==> src/rtl/core/mbrfb_pkg.sv <==
// Package with the types, constants and CRC function of the Modbus RTU frame builder.
`timescale 1ns / 1ps

package mbrfb_pkg;

	localparam logic [7:0]  MAX_REGISTERS = 8'd127;
	localparam logic [15:0] CRC_START     = 16'hFFFF;
	localparam logic [15:0] CRC_POLY      = 16'hA001;
	localparam logic [7:0]  FC_SINGLE     = 8'h06;
	localparam logic [7:0]  FC_MULTI      = 8'h10;

	localparam logic REQ_HEADER  = 1'b0;
	localparam logic REQ_PAYLOAD = 1'b1;

	localparam logic [1:0] KIND_MASTER_READ  = 2'd0;
	localparam logic [1:0] KIND_MASTER_WRITE = 2'd1;
	localparam logic [1:0] KIND_SLAVE_READ   = 2'd2;
	localparam logic [1:0] KIND_SLAVE_WRITE  = 2'd3;

	localparam int HDR_BYTES = 7;

	typedef struct packed {
		logic        req_type;
		logic [1:0]  frame_kind;
		logic [7:0]  slave_address;
		logic [7:0]  function_code;
		logic [15:0] register_address;
		logic [6:0]  register_count;
		logic [7:0]  payload_byte;
	} in_item_t;

	typedef struct packed {
		logic [7:0] frame_byte;
		logic       last_byte;
		logic       rejected;
	} out_item_t;

	function automatic logic [15:0] crc_byte(input logic [15:0] crc, input logic [7:0] b);
		logic [15:0] c;
		c = crc ^ {8'h00, b};
		for (int k = 0; k < 8; k++) begin
			if (c[0]) begin
				c = (c >> 1) ^ CRC_POLY;
			end else begin
				c = c >> 1;
			end
		end
		return c;
	endfunction

endpackage

==> src/rtl/core/mbrfb_in_if.sv <==
// Valid/ready channel that carries request items into the frame builder.
`timescale 1ns / 1ps

interface mbrfb_in_if;
	import mbrfb_pkg::*;

	logic     valid;
	logic     ready;
	in_item_t data;

	modport source (output valid, output data, input ready);
	modport sink (input valid, input data, output ready);
endinterface

==> src/rtl/core/mbrfb_out_if.sv <==
// Valid/ready channel that carries frame bytes out of the frame builder.
`timescale 1ns / 1ps

interface mbrfb_out_if;
	import mbrfb_pkg::*;

	logic      valid;
	logic      ready;
	out_item_t data;

	modport source (output valid, output data, input ready);
	modport sink (input valid, input data, output ready);
endinterface

==> src/rtl/core/modbus_rtu_frame_builder.sv <==
// Modbus RTU frame builder: header decode, payload tracking, byte emitter and running CRC-16.
// Latency: the first byte of an item is offered in the cycle after the transaction is taken.
// Throughput: one output byte per cycle while out_ch is ready; a header yields one to nine bytes, a payload byte one
// or three (with the CRC), an ignored payload byte none, all set by the single output port.
// The next item is taken in the cycle in which the last byte of the previous one leaves.
// Reset: asynchronous; it closes any open frame, empties the emitter and loads the CRC 0xFFFF.
`timescale 1ns / 1ps

module modbus_rtu_frame_builder
	import mbrfb_pkg::*;
(
	input  logic         clk,
	input  logic         arst_n,
	mbrfb_in_if.sink     in_ch,
	mbrfb_out_if.source  out_ch
);

	logic [7:0]  pend_bytes_q [HDR_BYTES];
	logic [2:0]  pend_n_q;
	logic        pend_crc_q;
	logic        pend_fresh_q;
	logic        pend_err_q;
	logic        pend_v_q;
	logic [3:0]  idx_q;
	logic [15:0] crc_q;
	logic        open_q;
	logic [7:0]  left_q;

	logic [7:0]  new_bytes [HDR_BYTES];
	logic [2:0]  new_n;
	logic        new_crc;
	logic        new_fresh;
	logic        new_err;
	logic        new_v;
	logic        new_open;
	logic [7:0]  new_left;
	logic [7:0]  need;
	logic [7:0]  bc;
	logic [7:0]  left_dec;

	logic [3:0]  total;
	logic        is_last;
	logic        is_data;
	logic        is_crc_hi;
	logic        fire;
	logic        take;
	logic [7:0]  cur_byte;
	logic [15:0] crc_base;

	in_item_t    it;

	assign it = in_ch.data;
	assign bc = {it.register_count, 1'b0};
	assign left_dec = (left_q != 8'd0) ? left_q - 8'd1 : 8'd0;

	always_comb begin
		for (int i = 0; i < HDR_BYTES; i++) begin
			new_bytes[i] = 8'h00;
		end
		new_n     = 3'd0;
		new_crc   = 1'b0;
		new_fresh = 1'b0;
		new_err   = 1'b0;
		new_v     = 1'b0;
		new_open  = open_q;
		new_left  = left_q;
		need      = 8'd0;
		if (it.req_type == REQ_PAYLOAD) begin
			if (open_q) begin
				new_v        = 1'b1;
				new_bytes[0] = it.payload_byte;
				new_n        = 3'd1;
				new_left     = left_dec;
				if (left_dec == 8'd0) begin
					new_crc  = 1'b1;
					new_open = 1'b0;
				end
			end
		end else begin
			new_v     = 1'b1;
			new_fresh = 1'b1;
			new_open  = 1'b0;
			new_left  = 8'd0;
			if (({1'b0, it.register_count} > MAX_REGISTERS) ||
			    (((it.frame_kind == KIND_MASTER_WRITE) || (it.frame_kind == KIND_SLAVE_WRITE)) &&
			     (it.function_code == FC_SINGLE) && (it.register_count != 7'd1))) begin
				new_err = 1'b1;
			end else begin
				new_bytes[0] = it.slave_address;
				new_bytes[1] = it.function_code;
				if (it.frame_kind == KIND_SLAVE_READ) begin
					new_bytes[2] = bc;
					new_n        = 3'd3;
					need         = bc;
				end else begin
					new_bytes[2] = it.register_address[15:8];
					new_bytes[3] = it.register_address[7:0];
					new_n        = 3'd4;
					if (it.frame_kind == KIND_MASTER_READ) begin
						new_bytes[4] = 8'h00;
						new_bytes[5] = {1'b0, it.register_count};
						new_n        = 3'd6;
					end else if (it.function_code == FC_MULTI) begin
						new_bytes[4] = 8'h00;
						new_bytes[5] = {1'b0, it.register_count};
						new_bytes[6] = bc;
						new_n        = 3'd7;
						need         = (it.frame_kind == KIND_MASTER_WRITE) ? bc : 8'd0;
					end else if ((it.frame_kind == KIND_MASTER_WRITE) ||
					             (it.function_code == FC_SINGLE)) begin
						need = bc;
					end
				end
				if (need != 8'd0) begin
					new_open = 1'b1;
					new_left = need;
				end else begin
					new_crc = 1'b1;
				end
			end
		end
	end

	assign total     = pend_err_q ? 4'd1 : ({1'b0, pend_n_q} + (pend_crc_q ? 4'd2 : 4'd0));
	assign is_last   = (idx_q == total - 4'd1);
	assign is_data   = !pend_err_q && (idx_q < {1'b0, pend_n_q});
	assign is_crc_hi = !pend_err_q && !is_data && (idx_q != {1'b0, pend_n_q});
	assign cur_byte  = pend_bytes_q[idx_q[2:0]];
	assign crc_base  = (pend_fresh_q && (idx_q == 4'd0)) ? CRC_START : crc_q;

	assign fire = pend_v_q && out_ch.ready;
	assign in_ch.ready = !pend_v_q || (out_ch.ready && is_last);
	assign take = in_ch.valid && in_ch.ready;

	always_comb begin
		out_ch.valid = pend_v_q;
		if (pend_err_q) begin
			out_ch.data = '{frame_byte: 8'h00, last_byte: 1'b1, rejected: 1'b1};
		end else if (is_data) begin
			out_ch.data = '{frame_byte: cur_byte, last_byte: 1'b0, rejected: 1'b0};
		end else if (is_crc_hi) begin
			out_ch.data = '{frame_byte: crc_q[15:8], last_byte: 1'b1, rejected: 1'b0};
		end else begin
			out_ch.data = '{frame_byte: crc_q[7:0], last_byte: 1'b0, rejected: 1'b0};
		end
	end

	always_ff @(posedge clk or negedge arst_n) begin
		if (!arst_n) begin
			pend_v_q <= 1'b0;
			idx_q    <= 4'd0;
			crc_q    <= CRC_START;
			open_q   <= 1'b0;
			left_q   <= 8'd0;
		end else begin
			if (fire && is_data) begin
				crc_q <= crc_byte(crc_base, cur_byte);
			end else if (fire && is_crc_hi) begin
				crc_q <= CRC_START;
			end
			if (take) begin
				open_q   <= new_open;
				left_q   <= new_left;
				pend_v_q <= new_v;
				idx_q    <= 4'd0;
			end else if (fire) begin
				if (is_last) begin
					pend_v_q <= 1'b0;
					idx_q    <= 4'd0;
				end else begin
					idx_q <= idx_q + 4'd1;
				end
			end
		end
	end

	always_ff @(posedge clk) begin
		if (take && new_v) begin
			pend_bytes_q <= new_bytes;
			pend_n_q     <= new_n;
			pend_crc_q   <= new_crc;
			pend_fresh_q <= new_fresh;
			pend_err_q   <= new_err;
		end
	end

endmodule

==> src/flat_wrapper.sv <==
// flat-port wrapper written by rule: the top's interface ports become plain ports
module modbus_rtu_frame_builder_flat import mbrfb_pkg::*;
  (clk, arst_n, in_ch_valid, in_ch_data, in_ch_ready, out_ch_valid, out_ch_data, out_ch_ready);
  mbrfb_in_if in_ch_i ();
  mbrfb_out_if out_ch_i ();
  input  logic clk;
  input  logic arst_n;
  input wire logic [$bits(in_ch_i.valid)-1:0] in_ch_valid;
  input wire logic [$bits(in_ch_i.data)-1:0] in_ch_data;
  output wire logic [$bits(in_ch_i.ready)-1:0] in_ch_ready;
  output wire logic [$bits(out_ch_i.valid)-1:0] out_ch_valid;
  output wire logic [$bits(out_ch_i.data)-1:0] out_ch_data;
  input wire logic [$bits(out_ch_i.ready)-1:0] out_ch_ready;
  assign in_ch_i.valid = in_ch_valid;
  assign in_ch_i.data = in_ch_data;
  assign in_ch_ready = in_ch_i.ready;
  assign out_ch_valid = out_ch_i.valid;
  assign out_ch_data = out_ch_i.data;
  assign out_ch_i.ready = out_ch_ready;
  modbus_rtu_frame_builder u_core (.clk(clk), .arst_n(arst_n), .in_ch(in_ch_i), .out_ch(out_ch_i));
endmodule
==> config.mk <==
export PLATFORM = sky130hd
export DESIGN_NAME = modbus_rtu_frame_builder_flat
export DESIGN_NICKNAME = d
export VERILOG_FILES = /design/src/rtl/core/mbrfb_pkg.sv /design/src/rtl/core/mbrfb_in_if.sv /design/src/rtl/core/mbrfb_out_if.sv /design/src/rtl/core/modbus_rtu_frame_builder.sv /design/src/flat_wrapper.sv
export SDC_FILE = /design/constraint.sdc
export NUM_CORES = 1
export LEC_CHECK = 0
export BUFFER_PORTS_ARGS = -buffer_cell sky130_fd_sc_hd__buf_2
export CAP_MARGIN = 10
export CORE_MARGIN = 2
export CORE_UTILIZATION = 30
export DETAILED_ROUTE_END_ITERATION = 6
export PLACE_DENSITY = 0.46
export SYNTH_ARGS = -nofsm -noshare
export SYNTH_HDL_FRONTEND = slang
export SYNTH_SLANG_ARGS = --single-unit
==> constraint.sdc <==
create_clock -name clk -period 8.3 [get_ports clk]
set_input_delay 0 -clock clk [delete_from_list [all_inputs] [get_ports clk]]
set_output_delay 0 -clock clk [all_outputs]
set_load 0.02 [all_outputs]
# [Yosys cells after proc, flatten, opt, wreduce, memory -nomap -nowiden]
# Index checks and enable logic that the tools add are counted.
[classes] bitwise_logic=11 eq_ne=9 muxes=72 n_lt_le_gt_ge=2 add_sub_neg=4 n_reduce_logical=32
[op_table] op="two-way mux 16 bit" n=19
[op_table] op="two-way mux 8 bit" n=18
[op_table] op="two-way mux 56 bit" n=1
[op_table] op="two-way mux 32 bit" n=1
[op_table] op="two-way mux 10 bit" n=3
[op_table] op="binary-select mux 8 bit (select 3 bit)" n=1
[op_table] op="NOT 2 -> 3 bit" n=8
[op_table] op="two-way mux 1 bit" n=18
[op_table] op="two-way mux 4 bit" n=4
[op_table] op="nonzero test 8 bit" n=2
[op_table] op="bitwise XOR 16 x 8 -> 16 bit" n=1
[op_table] op="two-way mux 15 bit" n=1
[op_table] op="logical AND 1 bit" n=12
[op_table] op="two-way mux 3 bit" n=4
[op_table] op="== test 8 x 3 -> 1 bit, second input constant" n=1
[op_table] op="== test 8 x 5 -> 1 bit, second input constant" n=1
[op_table] op="zero test 8 bit" n=1
[op_table] op="subtractor 8 x 1 -> 8 bit, second input constant" n=1
[op_table] op="!= test 7 x 1 -> 1 bit, second input constant" n=1
[op_table] op="nonzero test 2 bit" n=3
[op_table] op="OR reduction 5 bit" n=1
[op_table] op="adder 3 x 4 -> 4 bit" n=1
[op_table] op="adder 4 x 1 -> 4 bit, second input constant" n=1
[op_table] op="== test 2 bit, second input constant" n=2
[op_table] op="18 further kinds" n=24
[word_totals] out_inout_bits=12 regBits=92 elab_cells=149 in_bits=54

# [Logic depth before layout (Yosys ltp)]
# Gate-level depths: netlist of the first run.
[logic_depth] ltp_word=29 depth_mapped=13 ltp_nobuf=11

# [Worst setup path before layout of the first run]
# No wires, ideal clock.
[synth_path] path_type="flip-flop to flip-flop" from="register u_core.pend_n_q[1]" to="register u_core.pend_bytes_q[10] (netlist bit), enable pin" arrival_ns=4.042 setup_ns=0.410 path_buffers=0 t_required_ns=7.890 setup_slack_ns=3.848 synth_period_minus_slack_ns=4.452 path_stages_with_launch=10 cell_sequence="edfxtp_1 ha_1 ha_1 or4_1 a21oi_1 xnor2_1 nand4_1 o21ai_0 nand3_1 inv_1"
[synth_via] elab_chain_cells=8
[synth_rtl] element="start: declaration" line_no="modbus_rtu_frame_builder.sv:19" source="logic [2:0] pend_n_q;"
[synth_rtl] element="start signal: assignment" line_no="modbus_rtu_frame_builder.sv:180" source="pend_n_q <= new_n;"
[synth_rtl] element="adder 3 x 4 -> 4 bit" line_no="modbus_rtu_frame_builder.sv:124" source="assign total = pend_err_q ? 4'd1 : ({1'b0, pend_n_q} + (pend_crc_q ? 4'd2 : 4'd0));"
[synth_rtl] element="two-way mux 4 bit" line_no="modbus_rtu_frame_builder.sv:124"
[synth_rtl] element="subtractor 4 x 1 -> 4 bit" line_no="modbus_rtu_frame_builder.sv:125" source="assign is_last = (idx_q == total - 4'd1);"
[synth_rtl] element="== test 4 bit" line_no="modbus_rtu_frame_builder.sv:125"
[synth_rtl] element="logical AND 1 bit" line_no="modbus_rtu_frame_builder.sv:132" source="assign in_ch.ready = !pend_v_q || (out_ch.ready && is_last);"
[synth_rtl] element="logical OR 1 bit" line_no="modbus_rtu_frame_builder.sv:132"
[synth_rtl] element="net in_ch_ready" line_no="flat_wrapper.sv:10" source="output wire logic [$bits(in_ch_i.ready)-1:0] in_ch_ready;"
[synth_rtl] element="logical AND 1 bit" line_no="modbus_rtu_frame_builder.sv:133" source="assign take = in_ch.valid && in_ch.ready;"
[synth_rtl] element="logical AND 1 bit" line_no="modbus_rtu_frame_builder.sv:178" source="if (take && new_v) begin"
[synth_rtl] element="end signal: assignment" line_no="modbus_rtu_frame_builder.sv:179" source="pend_bytes_q <= new_bytes;"
[synth_rtl] element="end: declaration" line_no="modbus_rtu_frame_builder.sv:18" source="logic [7:0] pend_bytes_q [HDR_BYTES];"
# The timed path passes the listed nets, and every way through them passes these cells.
# A chain may end at the register's enable or synchronous reset.

# [Worst setup path in the final report of the first run]
[layout_path] from="register u_core.pend_n_q[1]" to="register u_core.pend_bytes_q[50] (netlist bit), enable pin"
[layout_via] elab_chain_cells=8
[layout_rtl] element="adder 3 x 4 -> 4 bit" line_no="modbus_rtu_frame_builder.sv:124"
[layout_rtl] element="two-way mux 4 bit" line_no="modbus_rtu_frame_builder.sv:124"
[layout_rtl] element="subtractor 4 x 1 -> 4 bit" line_no="modbus_rtu_frame_builder.sv:125"
[layout_rtl] element="== test 4 bit" line_no="modbus_rtu_frame_builder.sv:125"
[layout_rtl] element="logical AND 1 bit" line_no="modbus_rtu_frame_builder.sv:132"
[layout_rtl] element="logical OR 1 bit" line_no="modbus_rtu_frame_builder.sv:132"
[layout_rtl] element="logical AND 1 bit" line_no="modbus_rtu_frame_builder.sv:133"
[layout_rtl] element="logical AND 1 bit" line_no="modbus_rtu_frame_builder.sv:178"
# No other way between the ends.

==> qor.txt, run 1 <==
Run status - completed
Placeable Area - 15800 µm²
Pre-Repair DR Iteration Count - 4
RR Endpoint - u_core.pend_bytes_q[50]
Register bit total from synthesis - 82
Hold crit path type - primary input to register
Lkg Pwr - 2.34 nW
Initial Utilization - 30.5%
R2R setup slack - 4.45 ns
Initial antenna violation count - 0
CP Launch Type - register
DR vias - 3679
Syn Area/Cell - 10.9 µm²
CTS tree - built
Commonest cells after routing, fill and taps aside - 65 x buf_2, 52 x edfxtp_1, 47 x nor2_1
Die X - 131 µm
First-pass GRT wire length - 19600 µm
Vias in the first global route - 3676
Commonest non-fill, non-tap cell in the layout - buf_2
DP HPWL - 8860 µm
Netlist cell types - 59
Top cell type's share of synthesized area - 32.5%
FP Rows - 46
Syn_nets - 505
I/O pins - 66
Critical Path AT - 3.82 ns
Worst path required time - 8.28 ns
Total negative slack - 0 ns
Via density - 4.87
Post-synth ARST share - 36.6%
Sequential-to-total area share from yosys stat - 48.6%
WL final - 12300 µm
Clock buffer depth - 2
Prevailing post-synth register cell - edfxtp_1
DRT iter0 DRCs - 179
Endpoints failing hold - 0
Area Growth Syn to Fin - 24.0%
Power Total - 2.43 mW
CTS-repair resized insts - 0
Max VDD drop - 0.276 mV
Largest net degree at the start of global routing - 58
Fin. max-slew vios - 0
Detail Route Antenna Nets - 0
Layout cells sized above 1 - 22.4%
Hold Crit Depth - 2
Total gr overflow - 0
GR Util All Layers - 15.3%
PortBufs - 65
Final Setup Violations - 0
Fmax - 260 MHz
Num Clock Sinks - 82
Reg2reg path depth - 10
Crit Path Class - register to register
Fin Clk Skew - 0.00760 ns
DIE AREA - 17000 µm²
Dominant cell type by area after synthesis - edfxtp_1
Worst Hold End - u_core.pend_bytes_q[25]
Max Cap Viol - 0
Pwr dens - 409 nW/µm²
Clock-pin transition on the worst setup and hold timing paths - 0.06 ns
DR DRC count - 0
Crit. End Element - register
Worst-Skew Late Latency - 0.35 ns
Mapped cell area - 4800 µm²
Worst hold start - in_ch_data[16]
Worst Path Max Fanout - 57
Number of synthesized flops with an enable pin - 52
Crit Reg-Reg Startpoint - u_core.pend_n_q[1]
DR WL/cell - 16.2 µm
Synth Instances - 441
Nets - 599
Minimum clock period - 3.85 ns
Synth top area cells - edfxtp_1 33%, dfstp_2 8.8%, dfrtp_1 7.3%
Crit share post-route - 46.3%
H-tree depth - 3
Rel. slew slack - 24.5%
ANT cells - 0
Gpl congestion - 0.776
Die Ht - 131 µm
CTS buffer count - 9
Ys Warns - 0
Worst-margin pin slew - 1.13 ns
RSZ-0062 raised after global routing - no
Clock root buffer - clkbuf_16
-- stage by stage --
stage	instance area [µm²]	hold WS (ns)	cells	worst slack, ns	utilization (%)
finish	5960	0.0182	756	4.45	37.8
global route	5960	0.00485	756	4.16	37.8
CTS	5960	0.00134	756	4.44	37.8
detailed placement	5340	0.112	706	4.46	33.9
global placement	5340	0.103	706	4.62	33.9
floorplan	4800	-0.296	441	3.85	-
-- cells in the mapped netlist, types with 3 or more instances --
master / instances
nand2_1: 14
a211oi_1: 15
nor3_1: 7
nand3_1: 11
a221oi_1: 7
nand4_1: 3
and3_1: 9
ha_1: 10
nor2_1: 47
nand3b_1: 5
a21oi_1: 14
xor2_1: 14
clkbuf_1: 14
a221o_1: 3
o22a_1: 15
and2_1: 21
o21ai_0: 16
mux2i_1: 20
xnor2_1: 20
edfxtp_1: 52
dfrtp_1: 14
buf_2: 4
inv_1: 14
a22o_1: 12
mux2_2: 3
dfstp_2: 16
nand2b_1: 3
a22oi_1: 5
nor2b_1: 14
-- cells by family after synthesis --
kind of cell,count (synthesis),share of synthesized area [%]
muxes,24,5.34
xor gates and xnor gates,38,7.84
and+or+nand+nor,149,16.4
DFF,82,48.6
AOI/OAI and AO/OA,102,15.9
adders and majority gates,10,2.60
buffers and inverters,36,3.39
-- worst max-delay path, stage by stage (launching register included) --
cell      delay [ns]
edfxtp_1        0.43
ha_1            0.22
ha_1            0.31
or4_1           0.50
a21oi_1         0.20
xnor2_1         0.14
nand4_1         0.24
o21ai_0         0.41
nand3_1         0.33
inv_2           0.10
buf_4           0.56
-- registers in the layout (all words and copies together) (netlist names), 3 cells and up --
signal / cells
u_core.crc_q: 16
u_core.idx_q: 4
u_core.pend_bytes_q: 46
u_core.left_q: 8
u_core.pend_n_q: 3
-- final cells by class --
cell class | count | area, µm²
sequential | 82 | 2330
inverter | 14 | 52.6
multi-input combinational | 323 | 2310
tap | 216 | 270
clock inverter | 7 | 51.3
fill | 1630 | 9810
clock buffer | 9 | 225
timing repair buffer | 105 | 711
-- where the power goes --
group / internal (mW) / switching [mW]
logic: 0.669 / 0.686
clock network: 0.205 / 0.173
registers: 0.590 / 0.111
-- worst max-delay path by stage --
stage	from	endpoint	cells after the start
finish	u_core.pend_n_q[1]	u_core.pend_bytes_q[50]	10
global route	u_core.pend_n_q[1]	u_core.pend_bytes_q[39]	10
CTS	u_core.pend_n_q[1]	u_core.pend_bytes_q[6]	10
detailed placement	u_core.pend_n_q[1]	u_core.pend_bytes_q[27]	10
global placement	u_core.pend_n_q[1]	u_core.pend_bytes_q[53]	10
floorplan	u_core.pend_n_q[1]	u_core.pend_bytes_q[10]	9
-- repair_timing --
| action | in CTS | in global routing |
|---|---|---|
| hold buffers | 34 | 0 |
| hold endpoints to repair | 39 | 0 |
| setup buffers | 0 | 0 |
-- layer usage --
| metal | up-vias | track usage, % | share of wire [%] |
|---|---|---|---|
| li1 | 1820 | - | - |
| met1 | 1771 | 20.1 | 47 |
| met2 | 77 | 25.0 | 47 |
| met3 | 11 | 4.44 | 4.5 |
| met4 | 0 | 3.69 | 1.1 |
| met5 | - | 0 | 0 |
No activity file was read; power rests on OpenSTA's default activity.
==> run 2: changes to the inputs <==
--- a/config.mk
+++ b/config.mk
@@ -5,6 +5,7 @@
 export SDC_FILE = /design/constraint.sdc
 export NUM_CORES = 1
 export LEC_CHECK = 0
+export ABC_AREA = 1
 export BUFFER_PORTS_ARGS = -buffer_cell sky130_fd_sc_hd__buf_2
 export CAP_MARGIN = 10
 export CORE_MARGIN = 2
==> constraint.sdc (replaced) <==
create_clock -name clk -period 3.6 [get_ports clk]
set_input_delay 0 -clock clk [delete_from_list [all_inputs] [get_ports clk]]
set_output_delay 0 -clock clk [all_outputs]
set_load 0.02 [all_outputs]
==> run 2 against run 1 <==
Non-clock buffer count is 3 lower. Synthesized area is 8.4% higher. Clock-buffer cell count increased by 3. Total power rose by 130%. First-iteration DRC count increased by 45%. Die area increased by 8.2%. Sequential power is 120% higher. Sequential share of layout area decreased by 2.5 points. Combinational power up 120%. Worst setup slack got worse by 3.8 ns. Clock skew increased by 0.00097 ns. Hold slack lost 0.014 ns.
==> qor.txt, run 2 <==
Clock-pin transition on the worst setup and hold timing paths - 0.06 ns (about the same)
Hold crit path type - primary input to register (unchanged)
Worst path required time - 3.69 ns (was 8.28 ns)
Buf+Inv Stages, Crit Path - 4 (was 2)
Clock root buffer - clkbuf_16 (unchanged)
Synth top cells by count - 162 x nand2_1, 100 x inv_1, 68 x nor2_1 (was 52 x edfxtp_1, 47 x nor2_1, 21 x and2_1)
Biggest regs - u_core.pend_bytes_q (46), u_core.crc_q (16), u_core.left_q (8) (unchanged)
Layout cells sized above 1 - 18.8% (was 22.4%)
WL final - 14400 µm (was 12300 µm)
Worst-Skew Late Latency - 0.35 ns (about the same)
I/O pins - 66 (unchanged)
Dominant cell type by area after synthesis - edfxtp_1 (unchanged)
CTS-repair resized insts - 0 (unchanged)
Die X - 136 µm (was 131 µm)
RSZ-0062 raised after global routing - no (unchanged)
Most frequent cell after synthesis - nand2_1 (was edfxtp_1)
Commonest non-fill, non-tap cell in the layout - nand2_1 (was buf_2)
DR WL/cell - 14.4 µm (was 16.2 µm)
Number of synthesized flops with an enable pin - 52 (unchanged)
Vias in the first global route - 4789 (was 3676)
Register bit total from synthesis - 82 (unchanged)
Max FFs per register - 46 (unchanged)
Prevailing post-synth register cell - edfxtp_1 (unchanged)
Lkg Pwr - 2.96 nW (was 2.34 nW)
CP Cell Sequence - dlygate4sd3_1, buf_2, nor2_1, nand4_1, nor2_1, nand2_1, nand2_1, inv_1, a22o_1, dlygate4sd3_1 (was ha_1, ha_1, or4_1, a21oi_1, xnor2_1, nand4_1, o21ai_0, nand3_1, inv_2, buf_4)
Setup Fix Bufs, Post-CTS - 0 (unchanged)
Die Ht - 136 µm (was 131 µm)
Syn_nets - 732 (was 505)
Minimum clock period - 2.92 ns
Crit. End Element - register (unchanged)
DP HPWL - 11100 µm (was 8860 µm)
ANT cells - 0 (unchanged)
Detail Route Antenna Nets - 0 (unchanged)
First-pass GRT wire length - 23800 µm (was 19600 µm)
Nets - 829 (was 599)
Placeable Area - 17100 µm² (was 15800 µm²)
Clock share of power - 17.2% (was 15.5%)
Commonest cells after routing, fill and taps aside - 162 x nand2_1, 100 x inv_1, 68 x nor2_1 (was 65 x buf_2, 52 x edfxtp_1, 47 x nor2_1)
Endpoints failing hold - 0 (unchanged)
Post-synth ARST share - 36.6% (unchanged)
Crit share post-route - 81.1%
Switching Share - 46.7% (was 39.9%)
Mapped cell area - 5210 µm² (was 4800 µm²)
Gpl congestion - 0.850 (was 0.776)
Worst Path Max Fanout - 21 (was 57)
DR vias - 4746 (was 3679)
Run status - completed (unchanged)
Switch Pwr - 2.56 mW (was 970 µW)
Slowest CP cell - dlygate4sd3_1 (was buf_4)
H-tree depth - 3 (unchanged)
FP Rows - 48 (was 46)
Final Setup Violations - 0 (unchanged)
DRT iter0 DRCs - 260 (was 179)
Initial Utilization - 30.4% (was 30.5%)
GR Util All Layers - 16.6% (was 15.3%)
Combinational power share - 54.1% (was 55.7%)
Crit Path Class - primary input to register (was register to register)
Ys Warns - 0 (unchanged)
Largest net degree at the start of global routing - 43 (was 58)
Fmax - 343 MHz
Syn Area/Cell - 7.80 µm² (was 10.9 µm²)
PortBufs - 65 (unchanged)
DIE AREA - 18400 µm² (was 17000 µm²)
Internal - 2.92 mW (was 1.46 mW)
Top cell type's share of synthesized area - 30.0% (was 32.5%)
Rel. slew slack - 49.1% (was 24.5%)
Sequential-to-total area share from yosys stat - 44.8% (was 48.6%)
Total gr overflow - 0 (unchanged)
Fin Clk Skew - 0.00857 ns (was 0.00760 ns)
CP Launch Type - primary input (was register)
Max stage delay on crit path - 0.56 ns (about the same)
Max VDD drop - 0.306 mV (was 0.276 mV)
Sequential Power Share - 28.7% (was 28.8%)
Area after detailed placement - 5760 µm² (was 5340 µm²)
Filler cell count - 1791 (was 1630)
Initial antenna violation count - 0 (unchanged)
Area Growth Syn to Fin - 22.2% (was 24.0%)
CTS buffer count - 9 (unchanged)
Num Clock Sinks - 82 (unchanged)
Critical Path AT - 3.01 ns (was 3.82 ns)
Total negative slack - 0 ns (unchanged)
Pwr dens - 862 nW/µm² (was 409 nW/µm²)
Netlist cell types - 41 (was 59)
DR DRC count - 0 (unchanged)
Final Instance Area - 6370 µm² (was 5960 µm²)
Clock buffer depth - 2 (unchanged)
CTS tree - built (unchanged)
Fin. max-slew vios - 0 (unchanged)
Most flops, register - u_core.pend_bytes_q (unchanged)
Pre-Repair DR Iteration Count - 5 (was 4)
Synth top area cells - edfxtp_1 30%, nand2_1 12%, dfstp_2 8.1% (was edfxtp_1 33%, dfstp_2 8.8%, dfrtp_1 7.3%)
Via density - 4.77 (was 4.87)
Synth Instances - 668 (was 441)
Top delay family on crit path - buffers and inverters (was simple AND/OR/NAND/NOR gates)
Worst-margin pin slew - 0.763 ns (was 1.13 ns)
Max Cap Viol - 0 (unchanged)
## run 2: cell types whose count changed in the layout (fill, tap and decap cells not counted), moves of 15 or more
cell,delta
mux2i_1,-20
nor2_1,+21
nand3_1,+52
and2_1,-21
nand2_2,+16
inv_1,+87
a21oi_1,+17
a211oi_1,-15
xnor2_1,-20
o22a_1,-15
nand2_1,+148
## run 2: cells by family after synthesis
family / after synthesis / share of synthesized area (%)
DFF: 82 / 44.8
buffers and inverters: 124 / 9.97
and+or+nand+nor: 355 / 31.5
adders and majority gates: 10 / 2.40
AOI/OAI and AO/OA: 91 / 10.3
xor gates and xnor gates: 6 / 1.01
## run 2: worst min-delay path: cells and delay by family
family                 cells  cell delay [ns]
and+or+nand+nor            1             0.10
buffers and inverters      2             0.12
## run 2: routing by layer
| layer | GRT usage, % | wire length, µm | up-vias |
|---|---|---|---|
| met4 | 5.38 | 211 | 0 |
| met2 | 27.8 | 6890 | 106 |
| met5 | 0 | 0 | - |
| met1 | 21.6 | 6660 | 2239 |
| li1 | - | - | 2387 |
| met3 | 3.44 | 609 | 14 |
## run 2: area by class of cell
type                       count  area, µm²  share of cell area, %
tap                          225        282                   4.42
inverter                     108        405                   6.37
timing repair buffer         102        693                   10.9
sequential                    82       2330                   36.6
multi-input combinational    462       2360                   37.0
clock buffer                  12        246                   3.87
clock inverter                 4       51.3                  0.806
## run 2: path summary, 6_finish.rpt
| path | start | to | slack, ns | cells past startpoint |
|---|---|---|---|---|
| setup / recovery | in_ch_data[38] | u_core.pend_bytes_q[52] | 0.68 | 10 |
| hold / removal | in_ch_data[33] | u_core.pend_bytes_q[42] | 0.004 | 3 |
| setup reg to reg | u_core.idx_q[1] | u_core.crc_q[0] | 0.73 | 19 |
| hold reg to reg | u_core.crc_q[13] | u_core.crc_q[5] | 0.48 | 2 |
| max in group asynchronous | arst_n | u_core.out_ch.valid | 2.85 | 2 |
| min in group asynchronous | arst_n | u_core.idx_q[1] | 0.26 | 2 |
## run 2: timing repair
item,4_1_cts,5_1_grt
hold endpoints to repair,36,0
endpoints found under the setup margin,0,0
hold buffers,31,0
## run 2: power groups by stage
| stage | sequential [mW] | combinational, mW | clock, mW |
|---|---|---|---|
| 3_3_place_gp | 1.59 | 2.91 | 0 |
| 2_1_floorplan | 1.51 | 2.28 | 0 |
| 4_1_cts | 1.57 | 2.98 | 0.971 |
| 3_5_place_dp | 1.59 | 2.94 | 0 |
| 5_1_grt | 1.60 | 3.38 | 1.00 |
| 6_report | 1.57 | 2.97 | 0.943 |
## run 2: per-stage QoR
step                cells  setup slack [ns]  hold slack, ns  utilization [%]  power [mW]
floorplan             668              1.04          -0.296                -        3.79
detailed placement    948             0.751           0.118             33.6        4.52
global route          995             0.402         0.00885             37.2        5.99
finish                995             0.681         0.00398             37.2        5.49
CTS                   995             0.676        0.000145             37.2        5.52
global placement      948             0.891           0.109             33.6        4.50
